==> src/sv/fo_ram.sv <==
// Simple dual-port synchronous RAM: one write port, one registered read port.
// Standalone; instantiated by the top level for every oracle store.
`default_nettype none

module fo_ram #(
    parameter int WIDTH = 8,
    parameter int DEPTH = 16
) (
    input  wire logic                     clk,
    input  wire logic                     we,
    input  wire logic [$clog2(DEPTH)-1:0] waddr,
    input  wire logic [WIDTH-1:0]         wdata,
    input  wire logic [$clog2(DEPTH)-1:0] raddr,
    output logic      [WIDTH-1:0]         rdata
);

    logic [WIDTH-1:0] mem [DEPTH];
    logic [WIDTH-1:0] rdata_reg;

    // Write, and registered read (old data on collision)
    always_ff @(posedge clk) begin
        if (we) begin
            mem[waddr] <= wdata;
        end
        rdata_reg <= mem[raddr];
    end

    assign rdata = rdata_reg;

endmodule

`default_nettype wire

==> config.mk <==
export PLATFORM = sky130hd
export DESIGN_NAME = fo_ram
export DESIGN_NICKNAME = d
export VERILOG_FILES = /design/src/sv/fo_ram.sv
export SDC_FILE = /design/constraint.sdc
export NUM_CORES = 1
export LEC_CHECK = 0
export ABC_AREA = 0
export BUFFER_PORTS_ARGS = -buffer_cell sky130_fd_sc_hd__buf_2
export CORE_UTILIZATION = 33
export CTS_CLUSTER_SIZE = 14
export DETAILED_ROUTE_END_ITERATION = 8
export GPL_ROUTABILITY_DRIVEN = 0
export GPL_TIMING_DRIVEN = 0
export PLACE_DENSITY = 0.5
export SLEW_MARGIN = 0
export SYNTH_ARGS = -nofsm -noshare
export SYNTH_HDL_FRONTEND = slang
export SYNTH_SLANG_ARGS = --single-unit
==> constraint.sdc <==
create_clock -name clk -period 2.1 [get_ports clk]
set_input_delay 0.105 -clock clk [delete_from_list [all_inputs] [get_ports clk]]
set_output_delay 0.105 -clock clk [all_outputs]
set_load 0.005 [all_outputs]
==> qor.txt <==
Pint: 4740 uW
# diodes: 0
Crit Path Max Fanout: 1
Starting Density: 0.339
Synth async-reset ratio: 0
TritonCTS clock tree: yes
Distinct cells, synth: 19
EDFF count, synth: 128
first-pass GRT wire length: 15700 um
Power Density: 987 mW/mm^2
nets: 291
Synth area leaders: edfxtp_1, mux4_2, mux4_1
Comb power frac: 0.050
GRT met2 Usage: 0.215
grt met1 use: 0.200
final setup vio count: 0
max_cap viols: 0
CP startpoint kind: register
#FFs+latches synth: 136
largest net degree at the start of global routing: 17
sequential group share of total power: 0.512
Global Route Usage Sum: 0.145
vias per cell: 5.10
wirelength, routed: 10500 um
Post-Synthesis Cells: 229
Post-CTS Resized: 0
gr busiest metal: met2
Core ar.: 0.0152 mm^2
FP Rows: 45
Root Driver: clkbuf_16
hold_buf cts: 0
Die ar.: 0.0161 mm^2
DRT Pass-1 Iters: 5
top cells by count, synth: edfxtp_1, mux4_2, a22oi_1, mux4_1, nor2_1
Final Max Tran Viols: 0
min Tclk post-route: 1.52 ns
Die Ht: 127 um
Worst-path clk slew: 0.06 ns
post-DP HPWL: 6690 um
Seq/Total Area, Yosys: 0.778
sw power: 1220 uW
post-synth top area cell: edfxtp_1
Routed Antenna Nets: 0
vias in the first global route: 2421
Hold Slack: 0.105 ns
average size of a mapped cell: 22.5 um^2
Period Utilization, post-route: 0.726
max reg flops: 128
Worst setup EP type: register
leakage power: 0.00200 uW
initial antenna violation count: 0
residual DRC count: 0
arrival time worst endpoint: 1.80 ns
Slew @ Worst Pin: 1.24 ns
Hold Crit Class: in -> reg
area grow syn2layout: 17.3%
setup TNS: 0 ns
Max Clock Skew: 0.00481 ns
io pins: 26
clock power share: 0.439
CP required: 2.38 ns
commonest register cell after synthesis: edfxtp_1
Chip Width: 127 um
CTS Sinks: 136
f_max: 656 MHz
clock tree buffer depth: 2
aggregate global routing overflow: 0
CTS Buf Count: 17
WS Path Type: reg -> reg
share of Yosys cell area claimed by the top area cell type: 0.747
Initial DRC Count: 290
Post-CTS Setup Bufs: 0
clk_lat worst skew: 0.41 ns
Port Buffers: 24
Final Hold Fails: 0
Net Sw Frac: 0.205
proportion of layout cells with a drive suffix above 1: 0.283
via count: 2416
met3 Usage GRT: 0.0498
VDD IR max: 628 uV
H-Tree Depth: 4
DR WL/cell: 22.2 um
RSZ-0062 raised after global routing: false
Syn. warnings: 0
count leader, synth: edfxtp_1
Slew HR: 0.165
Syn Nets: 247
Syn Std Cell Area: 0.00515 mm^2
outcome: completed
fill cell count: 1364
-- per-layer routing --
metal,vias to the layer above,part of all wire
met3,14,0.076
met4,0,0.012
met1,1250,0.45
li1,1067,-
met5,-,0
met2,85,0.46
-- worst max-delay path, cell delays in order (launching register included) --
cell and delay, ns:
edfxtp_1 0.36, mux4_1 0.54, a22oi_1 0.35, nand2_1 0.14
-- power by group through the flow --
stage	combinational, uW	sequential (uW)	clock [uW]
floorplan	154	3110	0
global placement	296	3100	0
detailed placement	300	3110	0
CTS	300	3050	2680
global route	320	3050	2790
finish	297	3050	2610
-- placed cells by master, fill, tap and decap left out, types with 3 or more instances in the layout --
master	count
clkinv_1	6
buf_6	3
clkinv_2	6
buf_2	27
a22oi_1	16
mux4_2	18
dfxtp_1	8
nor2_1	13
nand2_1	9
clkdlybuf4s25_2	3
edfxtp_1	128
mux4_1	14
clkbuf_16	17
-- worst paths after layout --
kind	start	endpoint	slack [ns]	cells past startpoint
hold / removal	wdata[5]	mem[4][5]	0.11	1
hold reg to reg	mem[12][7]	rdata[7]	0.69	3
setup / recovery	mem[2][0]	rdata[0]	0.58	3
setup reg to reg	mem[2][0]	rdata[0]	0.58	3
-- metrics by stage --
stage	instances	area [um^2]	worst slack [ns]	power (uW)	util
after floorplan	229	5150	0.502	3260	-
after global placement	441	5500	-0.141	3400	0.362
after global routing	474	6040	0.557	6160	0.397
final	474	6040	0.576	5960	0.397
after CTS	473	6020	0.333	6030	0.396
after detailed placement	441	5500	-0.0857	3410	0.362
-- layout make-up --
type,count,area [um^2],share of cell area
flip-flops and latches,136,4000,0.663
multi-input cells,83,1070,0.177
clock buffers,18,429,0.0711
well taps,188,235,0.0389
repair buffers,25,128,0.0211
clock inverters,14,90.1,0.0149
plain buffers,10,86.3,0.0143
-- logic make-up after synthesis --
kind of cell,synth area share
mux,0.150
simple gates,0.0318
compound gates,0.0233
buf+inv,0.0168
flops,0.778
Note: power is estimated with default switching activity, not from simulation.
